### src/sv/rv32i_decoded_instruction_execute_macros.svh
// Assertion macros for the RV32I decoded-instruction execute block.
// Included by the top level; needs no package.
`ifndef RV32I_DECODED_INSTRUCTION_EXECUTE_MACROS_SVH
`define RV32I_DECODED_INSTRUCTION_EXECUTE_MACROS_SVH

`ifndef SYNTH
// same-cycle implication
`define RV32IE_ASSERT_SAME(lbl, clk, rst, ante, cons, msg) \
   lbl: assert property (@(posedge clk) disable iff (rst) (ante) |-> (cons)) \
      else $error(msg);
// next-cycle implication
`define RV32IE_ASSERT_NEXT(lbl, clk, rst, ante, cons, msg) \
   lbl: assert property (@(posedge clk) disable iff (rst) (ante) |=> (cons)) \
      else $error(msg);
`else
`define RV32IE_ASSERT_SAME(lbl, clk, rst, ante, cons, msg)
`define RV32IE_ASSERT_NEXT(lbl, clk, rst, ante, cons, msg)
`endif

`endif

### src/sv/rv32ie_pkg.sv
// Shared types, codes and helpers of the RV32I decoded-instruction execute block.
// No dependencies.
`default_nettype none

package rv32ie_pkg;

   // memory size in bytes; a power of two, the pc wraps by masking
   localparam longint unsigned MemSizeBytes = 64'd65536;
   localparam logic [15:0]     PcMask       = 16'((MemSizeBytes - 64'd1) & 64'hFFFF);
   localparam int              RegCount     = 32;
   localparam int              UpperShift   = 12;
   localparam logic [31:0]     PcStep       = 32'd4;

   typedef enum logic [5:0] {
      OP_ADD   = 6'd0,  OP_AND   = 6'd1,  OP_OR    = 6'd2,  OP_XOR   = 6'd3,
      OP_SUB   = 6'd4,  OP_SLL   = 6'd5,  OP_SRL   = 6'd6,  OP_SRA   = 6'd7,
      OP_SLT   = 6'd8,  OP_SLTU  = 6'd9,  OP_ADDI  = 6'd10, OP_ANDI  = 6'd11,
      OP_ORI   = 6'd12, OP_XORI  = 6'd13, OP_SLLI  = 6'd14, OP_SRLI  = 6'd15,
      OP_SRAI  = 6'd16, OP_SLTI  = 6'd17, OP_SLTIU = 6'd18, OP_LB    = 6'd19,
      OP_LBU   = 6'd20, OP_LH    = 6'd21, OP_LHU   = 6'd22, OP_LW    = 6'd23,
      OP_SB    = 6'd24, OP_SH    = 6'd25, OP_SW    = 6'd26, OP_BEQ   = 6'd27,
      OP_BNE   = 6'd28, OP_BGE   = 6'd29, OP_BGEU  = 6'd30, OP_BLT   = 6'd31,
      OP_BLTU  = 6'd32, OP_JAL   = 6'd33, OP_JALR  = 6'd34, OP_AUIPC = 6'd35,
      OP_LUI   = 6'd36, OP_HCF   = 6'd37, OP_UNIMP = 6'd38
   } op_type;

   typedef enum logic [1:0] {
      MODE_INSTR = 2'd0,
      MODE_LOAD  = 2'd1,
      MODE_STORE = 2'd2
   } mode_type;

   typedef enum logic [1:0] {
      WAIT_NONE  = 2'd0,
      WAIT_LOAD  = 2'd1,
      WAIT_STORE = 2'd2
   } wait_type;

   typedef enum logic [1:0] {
      MEM_NONE  = 2'd0,
      MEM_READ  = 2'd1,
      MEM_WRITE = 2'd2
   } mem_req_type;

   typedef struct packed {
      logic [1:0]  mode;
      logic [5:0]  opcode;
      logic [4:0]  reg_first;
      logic [4:0]  reg_second;
      logic [4:0]  reg_third;
      logic [31:0] imm;
      logic [31:0] load_data;
   } item_type;

   typedef struct packed {
      logic [15:0] pc;
      logic [4:0]  pending_dest;
      wait_type    waiting_kind;
      logic        halt;
   } state_type;

   typedef struct packed {
      logic [15:0] next_pc;
      logic [1:0]  mem_request;
      logic [2:0]  mem_access_kind;
      logic [31:0] mem_address;
      logic [31:0] mem_write_data;
      logic        reg_write;
      logic [4:0]  reg_index;
      logic [31:0] reg_value;
      logic        halted;
      logic        status;
   } rsp_type;

   // second read port: third operand for register-register forms, else first
   function automatic logic [4:0] port_b_addr(logic [5:0] opcode, logic [4:0] first,
                                              logic [4:0] third);
      return (opcode inside {[OP_ADD:OP_SLTU]}) ? third : first;
   endfunction

   function automatic logic [15:0] wrap_pc(logic [31:0] v);
      return v[15:0] & PcMask;
   endfunction

endpackage

`default_nettype wire

### src/sv/rv32ie_regfile.sv
// 32 x 32 register file: two registered read ports, one write port.
// Valid bits give the all-zero reset value. Uses rv32ie_pkg.
`default_nettype none

module rv32ie_regfile (
   input  wire logic        clock,
   input  wire logic        reset,
   input  wire logic        rd_en,
   input  wire logic [4:0]  rd_addr_a,
   input  wire logic [4:0]  rd_addr_b,
   output logic      [31:0] rd_data_a,
   output logic      [31:0] rd_data_b,
   input  wire logic        wr_en,
   input  wire logic [4:0]  wr_addr,
   input  wire logic [31:0] wr_data
);

   logic [31:0]                     mem_ff [0:rv32ie_pkg::RegCount-1];
   logic [rv32ie_pkg::RegCount-1:0] valid_ff;
   logic [31:0]                     data_a_ff;
   logic [31:0]                     data_b_ff;
   logic                            ok_a_ff;
   logic                            ok_b_ff;

   always_ff @(posedge clock) begin
      if (wr_en) begin
         mem_ff[wr_addr] <= wr_data;
      end
   end

   always_ff @(posedge clock) begin
      if (reset) begin
         valid_ff <= '0;
      end else if (wr_en) begin
         valid_ff[wr_addr] <= 1'b1;
      end
   end

   // read before write at the same address: old data, bypassed upstream
   always_ff @(posedge clock) begin
      if (rd_en) begin
         data_a_ff <= mem_ff[rd_addr_a];
         data_b_ff <= mem_ff[rd_addr_b];
         ok_a_ff   <= valid_ff[rd_addr_a];
         ok_b_ff   <= valid_ff[rd_addr_b];
      end
   end

   assign rd_data_a = ok_a_ff ? data_a_ff : '0;
   assign rd_data_b = ok_b_ff ? data_b_ff : '0;

endmodule

`default_nettype wire

### src/sv/rv32ie_exec.sv
// Execute logic for one beat: ALU, branches, jumps, memory requests, completions.
// Combinational; uses rv32ie_pkg types and helpers.
`default_nettype none

module rv32ie_exec (
   input  wire rv32ie_pkg::item_type  item,
   input  wire logic [31:0]           src_b,
   input  wire logic [31:0]           src_x,
   input  wire rv32ie_pkg::state_type state,
   output rv32ie_pkg::rsp_type        rsp,
   output rv32ie_pkg::state_type      state_next
);

   logic [31:0] pc32;
   logic [31:0] npc32;
   logic [31:0] wv;
   logic [4:0]  widx;
   logic        wr;
   logic        wr_eff;
   logic        advance;

   assign pc32 = {16'd0, state.pc};

   always_comb begin
      state_next          = state;
      rsp                 = '0;
      npc32               = pc32 + rv32ie_pkg::PcStep;
      wv                  = '0;
      widx                = item.reg_first;
      wr                  = 1'b0;
      advance             = 1'b1;

      if (state.halt) begin
         rsp.status = 1'b1;
         advance    = 1'b0;
      end else if (item.mode == rv32ie_pkg::MODE_INSTR &&
                   state.waiting_kind == rv32ie_pkg::WAIT_NONE) begin
         case (item.opcode)
            rv32ie_pkg::OP_ADD:   begin wv = src_b + src_x;              wr = 1'b1; end
            rv32ie_pkg::OP_AND:   begin wv = src_b & src_x;              wr = 1'b1; end
            rv32ie_pkg::OP_OR:    begin wv = src_b | src_x;              wr = 1'b1; end
            rv32ie_pkg::OP_XOR:   begin wv = src_b ^ src_x;              wr = 1'b1; end
            rv32ie_pkg::OP_SUB:   begin wv = src_b - src_x;              wr = 1'b1; end
            rv32ie_pkg::OP_SLL:   begin wv = src_b << src_x[4:0];        wr = 1'b1; end
            rv32ie_pkg::OP_SRL:   begin wv = src_b >> src_x[4:0];        wr = 1'b1; end
            rv32ie_pkg::OP_SRA:   begin
               wv = 32'($signed(src_b) >>> src_x[4:0]);
               wr = 1'b1;
            end
            rv32ie_pkg::OP_SLT:   begin
               wv = {31'd0, $signed(src_b) < $signed(src_x)};
               wr = 1'b1;
            end
            rv32ie_pkg::OP_SLTU:  begin wv = {31'd0, src_b < src_x};     wr = 1'b1; end
            rv32ie_pkg::OP_ADDI:  begin wv = src_b + item.imm;           wr = 1'b1; end
            rv32ie_pkg::OP_ANDI:  begin wv = src_b & item.imm;           wr = 1'b1; end
            rv32ie_pkg::OP_ORI:   begin wv = src_b | item.imm;           wr = 1'b1; end
            rv32ie_pkg::OP_XORI:  begin wv = src_b ^ item.imm;           wr = 1'b1; end
            rv32ie_pkg::OP_SLLI:  begin wv = src_b << item.imm[4:0];     wr = 1'b1; end
            rv32ie_pkg::OP_SRLI:  begin wv = src_b >> item.imm[4:0];     wr = 1'b1; end
            rv32ie_pkg::OP_SRAI:  begin
               wv = 32'($signed(src_b) >>> item.imm[4:0]);
               wr = 1'b1;
            end
            rv32ie_pkg::OP_SLTI:  begin
               wv = {31'd0, $signed(src_b) < $signed(item.imm)};
               wr = 1'b1;
            end
            rv32ie_pkg::OP_SLTIU: begin wv = {31'd0, src_b < item.imm};  wr = 1'b1; end
            rv32ie_pkg::OP_LB, rv32ie_pkg::OP_LBU, rv32ie_pkg::OP_LH,
            rv32ie_pkg::OP_LHU, rv32ie_pkg::OP_LW: begin
               rsp.mem_request         = rv32ie_pkg::MEM_READ;
               rsp.mem_access_kind     = 3'(item.opcode - rv32ie_pkg::OP_LB);
               rsp.mem_address         = src_b + item.imm;
               state_next.pending_dest = item.reg_first;
               state_next.waiting_kind = rv32ie_pkg::WAIT_LOAD;
               advance                 = 1'b0;
            end
            rv32ie_pkg::OP_SB, rv32ie_pkg::OP_SH, rv32ie_pkg::OP_SW: begin
               rsp.mem_request         = rv32ie_pkg::MEM_WRITE;
               rsp.mem_access_kind     = 3'(item.opcode - rv32ie_pkg::OP_LB);
               rsp.mem_address         = src_b + item.imm;
               rsp.mem_write_data      = src_x;
               state_next.waiting_kind = rv32ie_pkg::WAIT_STORE;
               advance                 = 1'b0;
            end
            rv32ie_pkg::OP_BEQ:  if (src_x == src_b) npc32 = item.imm;
            rv32ie_pkg::OP_BNE:  if (src_x != src_b) npc32 = item.imm;
            rv32ie_pkg::OP_BGE:  if (!($signed(src_x) < $signed(src_b))) npc32 = item.imm;
            rv32ie_pkg::OP_BGEU: if (src_x >= src_b) npc32 = item.imm;
            rv32ie_pkg::OP_BLT:  if ($signed(src_x) < $signed(src_b)) npc32 = item.imm;
            rv32ie_pkg::OP_BLTU: if (src_x < src_b) npc32 = item.imm;
            rv32ie_pkg::OP_JAL: begin
               wv    = pc32 + rv32ie_pkg::PcStep;
               wr    = 1'b1;
               npc32 = item.imm;
            end
            rv32ie_pkg::OP_JALR: begin
               wv    = pc32 + rv32ie_pkg::PcStep;
               wr    = 1'b1;
               npc32 = src_b + item.imm;
            end
            rv32ie_pkg::OP_AUIPC: begin
               wv = pc32 + (item.imm << rv32ie_pkg::UpperShift);
               wr = 1'b1;
            end
            rv32ie_pkg::OP_LUI: begin
               wv = item.imm << rv32ie_pkg::UpperShift;
               wr = 1'b1;
            end
            default: begin
               // HCF, unimplemented and undefined codes stop the block
               state_next.halt = 1'b1;
               advance         = 1'b0;
            end
         endcase
      end else if (item.mode == rv32ie_pkg::MODE_LOAD &&
                   state.waiting_kind == rv32ie_pkg::WAIT_LOAD) begin
         widx                    = state.pending_dest;
         wv                      = item.load_data;
         wr                      = 1'b1;
         state_next.waiting_kind = rv32ie_pkg::WAIT_NONE;
      end else if (item.mode == rv32ie_pkg::MODE_STORE &&
                   state.waiting_kind == rv32ie_pkg::WAIT_STORE) begin
         state_next.waiting_kind = rv32ie_pkg::WAIT_NONE;
      end else begin
         rsp.status = 1'b1;
         advance    = 1'b0;
      end

      // drop writes to x0
      wr_eff        = wr && (widx != 5'd0);
      rsp.reg_write = wr_eff;
      rsp.reg_index = wr_eff ? widx : 5'd0;
      rsp.reg_value = wr_eff ? wv : 32'd0;

      if (advance) begin
         state_next.pc = rv32ie_pkg::wrap_pc(npc32);
      end
      rsp.next_pc = state_next.pc;
      rsp.halted  = state_next.halt;
   end

endmodule

`default_nettype wire

### src/sv/rv32i_decoded_instruction_execute.sv
// Top level of the RV32I decoded-instruction execute block.
// Uses rv32ie_pkg, rv32ie_regfile, rv32ie_exec and the assertion macro header.
`default_nettype none

//  channel   dir  handshake              payload
//  req_*     in   req_valid/req_ready    mode, opcode, regs, imm, load_data
//  rsp_*     out  rsp_valid/rsp_ready    next_pc, mem request, reg write, status
//
//  One beat per cycle sustained while rsp_ready stays high. An accepted beat is
//  held in the operand stage (register-file read data registered there), then in
//  the result register that drives rsp_*. State commits as a beat leaves the
//  operand stage; a one-entry bypass covers the write made at the edge the next
//  beat was read. Reset clears the register file at once by its valid bits.
//  req_ready drops only when both stages hold beats and rsp_ready is low.

`include "rv32i_decoded_instruction_execute_macros.svh"

module rv32i_decoded_instruction_execute (
   input  wire logic               clock,
   input  wire logic               reset,

   input  wire logic               req_valid,
   output logic                    req_ready,
   input  wire logic [1:0]         req_mode,
   input  wire logic [5:0]         req_opcode,
   input  wire logic [4:0]         req_reg_first,
   input  wire logic [4:0]         req_reg_second,
   input  wire logic [4:0]         req_reg_third,
   input  wire logic signed [31:0] req_imm,
   input  wire logic [31:0]        req_load_data,

   output logic                    rsp_valid,
   input  wire logic               rsp_ready,
   output logic [15:0]             rsp_next_pc,
   output logic [1:0]              rsp_mem_request,
   output logic [2:0]              rsp_mem_access_kind,
   output logic [31:0]             rsp_mem_address,
   output logic [31:0]             rsp_mem_write_data,
   output logic                    rsp_reg_write,
   output logic [4:0]              rsp_reg_index,
   output logic [31:0]             rsp_reg_value,
   output logic                    rsp_halted,
   output logic                    rsp_status
);

   // operand stage
   logic                  s1_valid_ff;
   rv32ie_pkg::item_type  s1_item_ff;
   rv32ie_pkg::item_type  req_item;
   logic                  s1_advance;
   logic                  req_fire;

   // architectural state other than the register file
   rv32ie_pkg::state_type state_ff;
   rv32ie_pkg::state_type state_in;

   // write seen at the edge the operand-stage beat was read
   logic                  byp_valid_ff;
   logic [4:0]            byp_idx_ff;
   logic [31:0]           byp_val_ff;

   // result register
   logic                  rsp_valid_ff;
   rv32ie_pkg::rsp_type   rsp_data_ff;
   rv32ie_pkg::rsp_type   exec_rsp;

   logic [31:0]           rf_data_a;
   logic [31:0]           rf_data_b;
   logic [4:0]            s1_addr_b;
   logic [31:0]           src_b;
   logic [31:0]           src_x;
   logic                  wr_en;

   assign req_item = '{mode:       req_mode,
                       opcode:     req_opcode,
                       reg_first:  req_reg_first,
                       reg_second: req_reg_second,
                       reg_third:  req_reg_third,
                       imm:        req_imm,
                       load_data:  req_load_data};

   // advance when the result register is free or being drained
   assign s1_advance = s1_valid_ff && (!rsp_valid_ff || rsp_ready);
   assign req_ready  = !s1_valid_ff || s1_advance;
   assign req_fire   = req_valid && req_ready;
   assign wr_en      = s1_advance && exec_rsp.reg_write;

   rv32ie_regfile u_regfile (
      .clock     (clock),
      .reset     (reset),
      .rd_en     (req_fire),
      .rd_addr_a (req_reg_second),
      .rd_addr_b (rv32ie_pkg::port_b_addr(req_opcode, req_reg_first, req_reg_third)),
      .rd_data_a (rf_data_a),
      .rd_data_b (rf_data_b),
      .wr_en     (wr_en),
      .wr_addr   (exec_rsp.reg_index),
      .wr_data   (exec_rsp.reg_value)
   );

   // forward the write that raced the read; x0 is never written so never matched
   assign s1_addr_b = rv32ie_pkg::port_b_addr(s1_item_ff.opcode, s1_item_ff.reg_first,
                                              s1_item_ff.reg_third);
   assign src_b = (byp_valid_ff && byp_idx_ff == s1_item_ff.reg_second) ? byp_val_ff
                                                                       : rf_data_a;
   assign src_x = (byp_valid_ff && byp_idx_ff == s1_addr_b) ? byp_val_ff : rf_data_b;

   rv32ie_exec u_exec (
      .item       (s1_item_ff),
      .src_b      (src_b),
      .src_x      (src_x),
      .state      (state_ff),
      .rsp        (exec_rsp),
      .state_next (state_in)
   );

   always_ff @(posedge clock) begin
      if (reset) begin
         s1_valid_ff <= 1'b0;
      end else if (req_ready) begin
         s1_valid_ff <= req_valid;
      end
   end

   // payload: hold while stalled
   always_ff @(posedge clock) begin
      if (req_fire) begin
         s1_item_ff <= req_item;
      end
   end

   // capture the write landing at the edge a new beat reads the register file
   always_ff @(posedge clock) begin
      if (reset) begin
         byp_valid_ff <= 1'b0;
      end else if (req_fire) begin
         byp_valid_ff <= wr_en;
      end
   end

   always_ff @(posedge clock) begin
      if (req_fire) begin
         byp_idx_ff <= exec_rsp.reg_index;
         byp_val_ff <= exec_rsp.reg_value;
      end
   end

   // commit state as the beat leaves the operand stage
   always_ff @(posedge clock) begin
      if (reset) begin
         state_ff <= '{pc: 16'd0, pending_dest: 5'd0,
                       waiting_kind: rv32ie_pkg::WAIT_NONE, halt: 1'b0};
      end else if (s1_advance) begin
         state_ff <= state_in;
      end
   end

   always_ff @(posedge clock) begin
      if (reset) begin
         rsp_valid_ff <= 1'b0;
      end else if (s1_advance) begin
         rsp_valid_ff <= 1'b1;
      end else if (rsp_ready) begin
         rsp_valid_ff <= 1'b0;
      end
   end

   always_ff @(posedge clock) begin
      if (s1_advance) begin
         rsp_data_ff <= exec_rsp;
      end
   end

   assign rsp_valid           = rsp_valid_ff;
   assign rsp_next_pc         = rsp_data_ff.next_pc;
   assign rsp_mem_request     = rsp_data_ff.mem_request;
   assign rsp_mem_access_kind = rsp_data_ff.mem_access_kind;
   assign rsp_mem_address     = rsp_data_ff.mem_address;
   assign rsp_mem_write_data  = rsp_data_ff.mem_write_data;
   assign rsp_reg_write       = rsp_data_ff.reg_write;
   assign rsp_reg_index       = rsp_data_ff.reg_index;
   assign rsp_reg_value       = rsp_data_ff.reg_value;
   assign rsp_halted          = rsp_data_ff.halted;
   assign rsp_status          = rsp_data_ff.status;

   // halt holds until reset
   `RV32IE_ASSERT_NEXT(a_halt_sticky, clock, reset, state_ff.halt, state_ff.halt,
                       "halt cleared")
   // x0 is never written
   `RV32IE_ASSERT_SAME(a_no_x0_write, clock, reset, wr_en, exec_rsp.reg_index != 5'd0,
                       "x0 write")
   // an ignored beat never writes a register
   `RV32IE_ASSERT_SAME(a_ignored_no_write, clock, reset,
                       rsp_valid_ff && rsp_data_ff.status,
                       !rsp_data_ff.reg_write,
                       "ignored beat wrote")
   // a read request leaves the block waiting for load data
   `RV32IE_ASSERT_NEXT(a_read_waits, clock, reset,
                       s1_advance && exec_rsp.mem_request == rv32ie_pkg::MEM_READ,
                       state_ff.waiting_kind == rv32ie_pkg::WAIT_LOAD,
                       "no load wait")

endmodule

`default_nettype wire
### config.mk
export PLATFORM = sky130hd
export DESIGN_NAME = rv32i_decoded_instruction_execute
export DESIGN_NICKNAME = d
export VERILOG_FILES = /design/src/sv/rv32ie_pkg.sv /design/src/sv/rv32ie_regfile.sv /design/src/sv/rv32ie_exec.sv /design/src/sv/rv32i_decoded_instruction_execute.sv
export VERILOG_INCLUDE_DIRS = /design/src /design/src/sv
export SDC_FILE = /design/constraint.sdc
export NUM_CORES = 2
export LEC_CHECK = 0
export BUFFER_PORTS_ARGS = -buffer_cell sky130_fd_sc_hd__buf_4
export CAP_MARGIN = 10
export CORE_MARGIN = 5
export CORE_UTILIZATION = 30
export DETAILED_ROUTE_END_ITERATION = 12
export GPL_ROUTABILITY_DRIVEN = 0
export PLACE_DENSITY = 0.49
export SYNTH_ARGS = -nofsm -noshare
export SYNTH_HDL_FRONTEND = slang
export SYNTH_SLANG_ARGS = --single-unit
### constraint.sdc
create_clock -name clock -period 9.1 [get_ports clock]
set_input_delay 1.365 -clock clock [delete_from_list [all_inputs] [get_ports clock]]
set_output_delay 1.365 -clock clock [all_outputs]
set_load 0.05 [all_outputs]
==> results.md <==
* TritonRoute pass-1 iters at 13
* Clk pwr share at 40.1%
* Die Footprint at 0.271 mm²
* Worst setup skew after layout at 53.6 ps
* Worst slew pin tran at 1280 ps
* PwrDens at 173 mW/mm²
* Crit Reg-Reg Endpoint: rsp_next_pc[13]$_DFFE_PP_
* Drc violations at 1
* Total Routing Usage GR at 23.4%
* Syn Area/Cell at 13.0 µm²
* H-tree lvl count at 4
* Worst Reg-to-Reg Cells at 26
* Final instance area at 0.0900 mm²
* CP Launch Type: register
* Final min period at 8790 ps
* Maxcap violations at 0
* Starting Density at 30.2%
* Hold Path Cell Cnt at 1
* Synthesized flop and latch total at 1398
* Setup TNS at 0 ps
* First-pass GRT wire length at 458000 µm
* Final setup viols at 0
* Post-CTS sizing at 0
* Final wirelength at 329000 µm
* Layout cells sized above 1 at 22.9%
* Unique masters post-synth at 107
* EDFF count, synth at 1339
* Setup bufs post-CTS at 0
* Rows at 187
* Routed WL per cell at 33.8 µm
* Die span in y at 521 µm
* Most Frequent Cell on Critical Path: inv_1
* Pin count of the biggest net entering global routing at 104
* Top sig layer: met5
* Flop2flop setup slack at 310 ps
* Outcome: complete, but fails checks
* Internal power at 11.2 mW
* Initial antenna violation count at 19
* Ys Warns at 0
* Placed Area at 0.0851 mm²
* Hold-fix buffers at CTS at 0
* CTS buffer count at 151
* Critical path arrival at 9350 ps
* Final Power at 15.5 mW
* Pins Over Slew Limit at 0
* Final HPWL DP at 219000 µm
* RSZ-0062 raised after global routing: false
* Max FO, Critical Path at 19
* Met1 WL at 125000 µm
* Sequential area share after synthesis at 52.8%
* Antenna Nets Post-Route at 0
* Worst slack at placement at 773 ps
* Worst EP required at 9660 ps
* VDD IR max at 199 µV
* Final #Nets at 6455
* Die X at 521 µm
* Clock insertion delay at the later pin of the skew report at 850 ps
* Hold Worst Slack at 487 ps
* Async set-reset flop share out of synthesis at 0%
* Slowest CP cell: a21oi_1
* Max-Slew Margin vs Limit at 12.1%
* Syn-to-layout area delta at 14.9%
* Sequential share of power at 46.1%
* Sw Pwr at 4.32 mW
* DR iter-0 viols at 8764
* Total gr overflow at 0
* Period utilization at 96.6%
* Worst R2R Start: s1_item_ff[80]$_DFFE_PP_
* CTS clock-pin slew for the worst setup and hold paths at 60 ps
* Metal3 WL at 34500 µm
* Peak Freq at 114 MHz
* Core area at 0.260 mm²
* Vias in the first global route at 57900
* Critical Path Sink Type: register
* Worst Hold Launch: u_regfile.valid_ff[0]$_SDFFE_PP0P_
* Routed vias/inst at 6.17
* Ports at 218
* CTS root buf: clkbuf_16
* Clk sinks at 1398
* Bufs on Longest Clock Path at 3
* Synth Flop Type: edfxtp_1
* Post-Syn Instances at 6016
* TritonCTS clock tree: done
* Worst Hold End: u_regfile.valid_ff[0]$_SDFFE_PP0P_
* Max incr delay on CP at 670 ps
* DR WL met2 at 150000 µm
* Port buffer count at 217
* Crit path kind: reg -> reg
* HP Class: reg -> reg
* Leak at 32.6 nW
* Via count at 60000
* Switching Fraction at 27.8%
* Failing checks: DRC
* Final WS setup at 308 ps
* Endpoints failing hold at 0
* Synthesized area at 0.0784 mm²
* Combinational Power Share at 13.8%
-- cell type report --
type,count,area [µm²]
Sequential cell,1398,41400
Multi-Input combinational cell,4036,35400
Clock inverter,96,1010
Timing Repair Buffer,434,3420
Fill cell,25200,170000
Tap cell,3402,4260
Antenna cell,6,15.0
Clock buffer,180,3920
Inverter,174,666
-- sequential cells by signal, summed over array words and instances (netlist names), 32 cells and up --
signal and flops:
s1_item_ff 87, u_regfile.mem_ff 1024, rsp_mem_address 32, u_regfile.data_a_ff 32
u_regfile.valid_ff 32, byp_val_ff 32, rsp_mem_write_data 32, u_regfile.data_b_ff 32
rsp_reg_value 32
-- worst max-delay path: cells and delay by family, from the launching register on --
kind,cells,cell delay [ps]
and+or+nand+nor,10,2890
buffers and inverters,7,1480
adders and majority gates,2,1270
DFF,1,420
AOI/OAI and AO/OA,7,2390
-- synthesized netlist by cell type, drive strengths merged (30+ instances only) --
cell,number,area [µm²]
edfxtp,1339,40200
mux4,603,13600
nand2,598,2250
nor2,510,1910
a21oi,338,1700
clkbuf,305,1140
nand3,255,1280
o21ai,245,1230
mux2i,176,1770
ha,165,2060
inv,161,604
buf,134,637
nor3,96,497
xnor2,82,718
a211oi,81,621
dfxtp,59,1180
mux2,56,631
and3,50,323
o21a,49,368
o211ai,42,320
and2,38,238
o221ai,38,333
a221oi,37,337
a21o,34,255
or3,32,200
o21bai,31,233
a31oi,30,194
o22ai,30,188
-- how the worst max path moves through the flow --
stage / start / end / slack, ps / cells past startpoint
6_report: s1_item_ff[80]$_DFFE_PP_ / rsp_next_pc[13]$_DFFE_PP_ / 310 / 26
4_1_cts: s1_item_ff[80]$_DFFE_PP_ / rsp_next_pc[12]$_DFFE_PP_ / 730 / 26
5_1_grt: s1_item_ff[80]$_DFFE_PP_ / rsp_next_pc[12]$_DFFE_PP_ / 110 / 26
2_1_floorplan: rsp_ready / u_regfile.mem_ff[1][0]$_DFFE_PP_ / 710 / 6
3_5_place_dp: s1_item_ff[80]$_DFFE_PP_ / rsp_next_pc[12]$_DFFE_PP_ / 770 / 26
3_3_place_gp: s1_item_ff[80]$_DFFE_PP_ / rsp_next_pc[12]$_DFFE_PP_ / 820 / 26
-- per-stage QoR --
step	util (%)	cells
2_1_floorplan	-	6047
3_3_place_gp	32.8	9441
3_5_place_dp	32.8	9442
4_1_cts	34.7	9718
5_1_grt	34.7	9720
6_report	34.7	9726
-- logic make-up after synthesis --
family          Yosys count  share of synthesized area (%)
simple gates           1714                           9.74
flops                  1398                           52.8
compound gates         1185                           10.1
mux                     835                           20.4
buf+inv                 613                           3.11
fa+ha+maj               169                           2.74
xor+xnor                101                           1.13
other cells               1                        0.00479
-- layer usage --
metal / up-vias / track usage [%]
li1: 24000 / -
met1: 30900 / 30.2
met2: 4193 / 37.0
met3: 922 / 5.86
met4: 10 / 11.3
met5: - / 0
-- cell usage in the layout, fill, tap and decap left out, types with 24 or more instances in the layout --
cell,count
edfxtp_1,1339
mux4_2,603
nand2_1,595
nor2_1,477
buf_4,418
a21oi_1,335
nand3_1,254
o21ai_0,239
mux2i_1,170
ha_1,165
inv_1,159
clkbuf_16,152
nor3_1,92
xnor2_1,82
a211oi_1,77
dfxtp_1,59
mux2_2,54
o21a_1,49
clkinv_1,47
and3_1,46
o211ai_1,41
o221ai_1,38
and2_1,37
a221oi_1,35
a21o_1,34
conb_1,32
or3_1,31
o21bai_1,31
o22ai_1,30
nor2_4,30
nor2b_1,27
clkbuf_1,27
clkinv_2,26
a222oi_1,24
-- power by group through the flow --
stage | combinational, mW | sequential (mW) | clock (mW)
5_1_grt | 2.23 | 7.16 | 6.62
3_5_place_dp | 2.08 | 7.29 | 0
4_1_cts | 2.09 | 7.16 | 6.35
6_report | 2.15 | 7.16 | 6.23
2_1_floorplan | 1.25 | 7.32 | 0
3_3_place_gp | 2.08 | 7.29 | 0
Note: power is estimated with default switching activity, not from simulation.
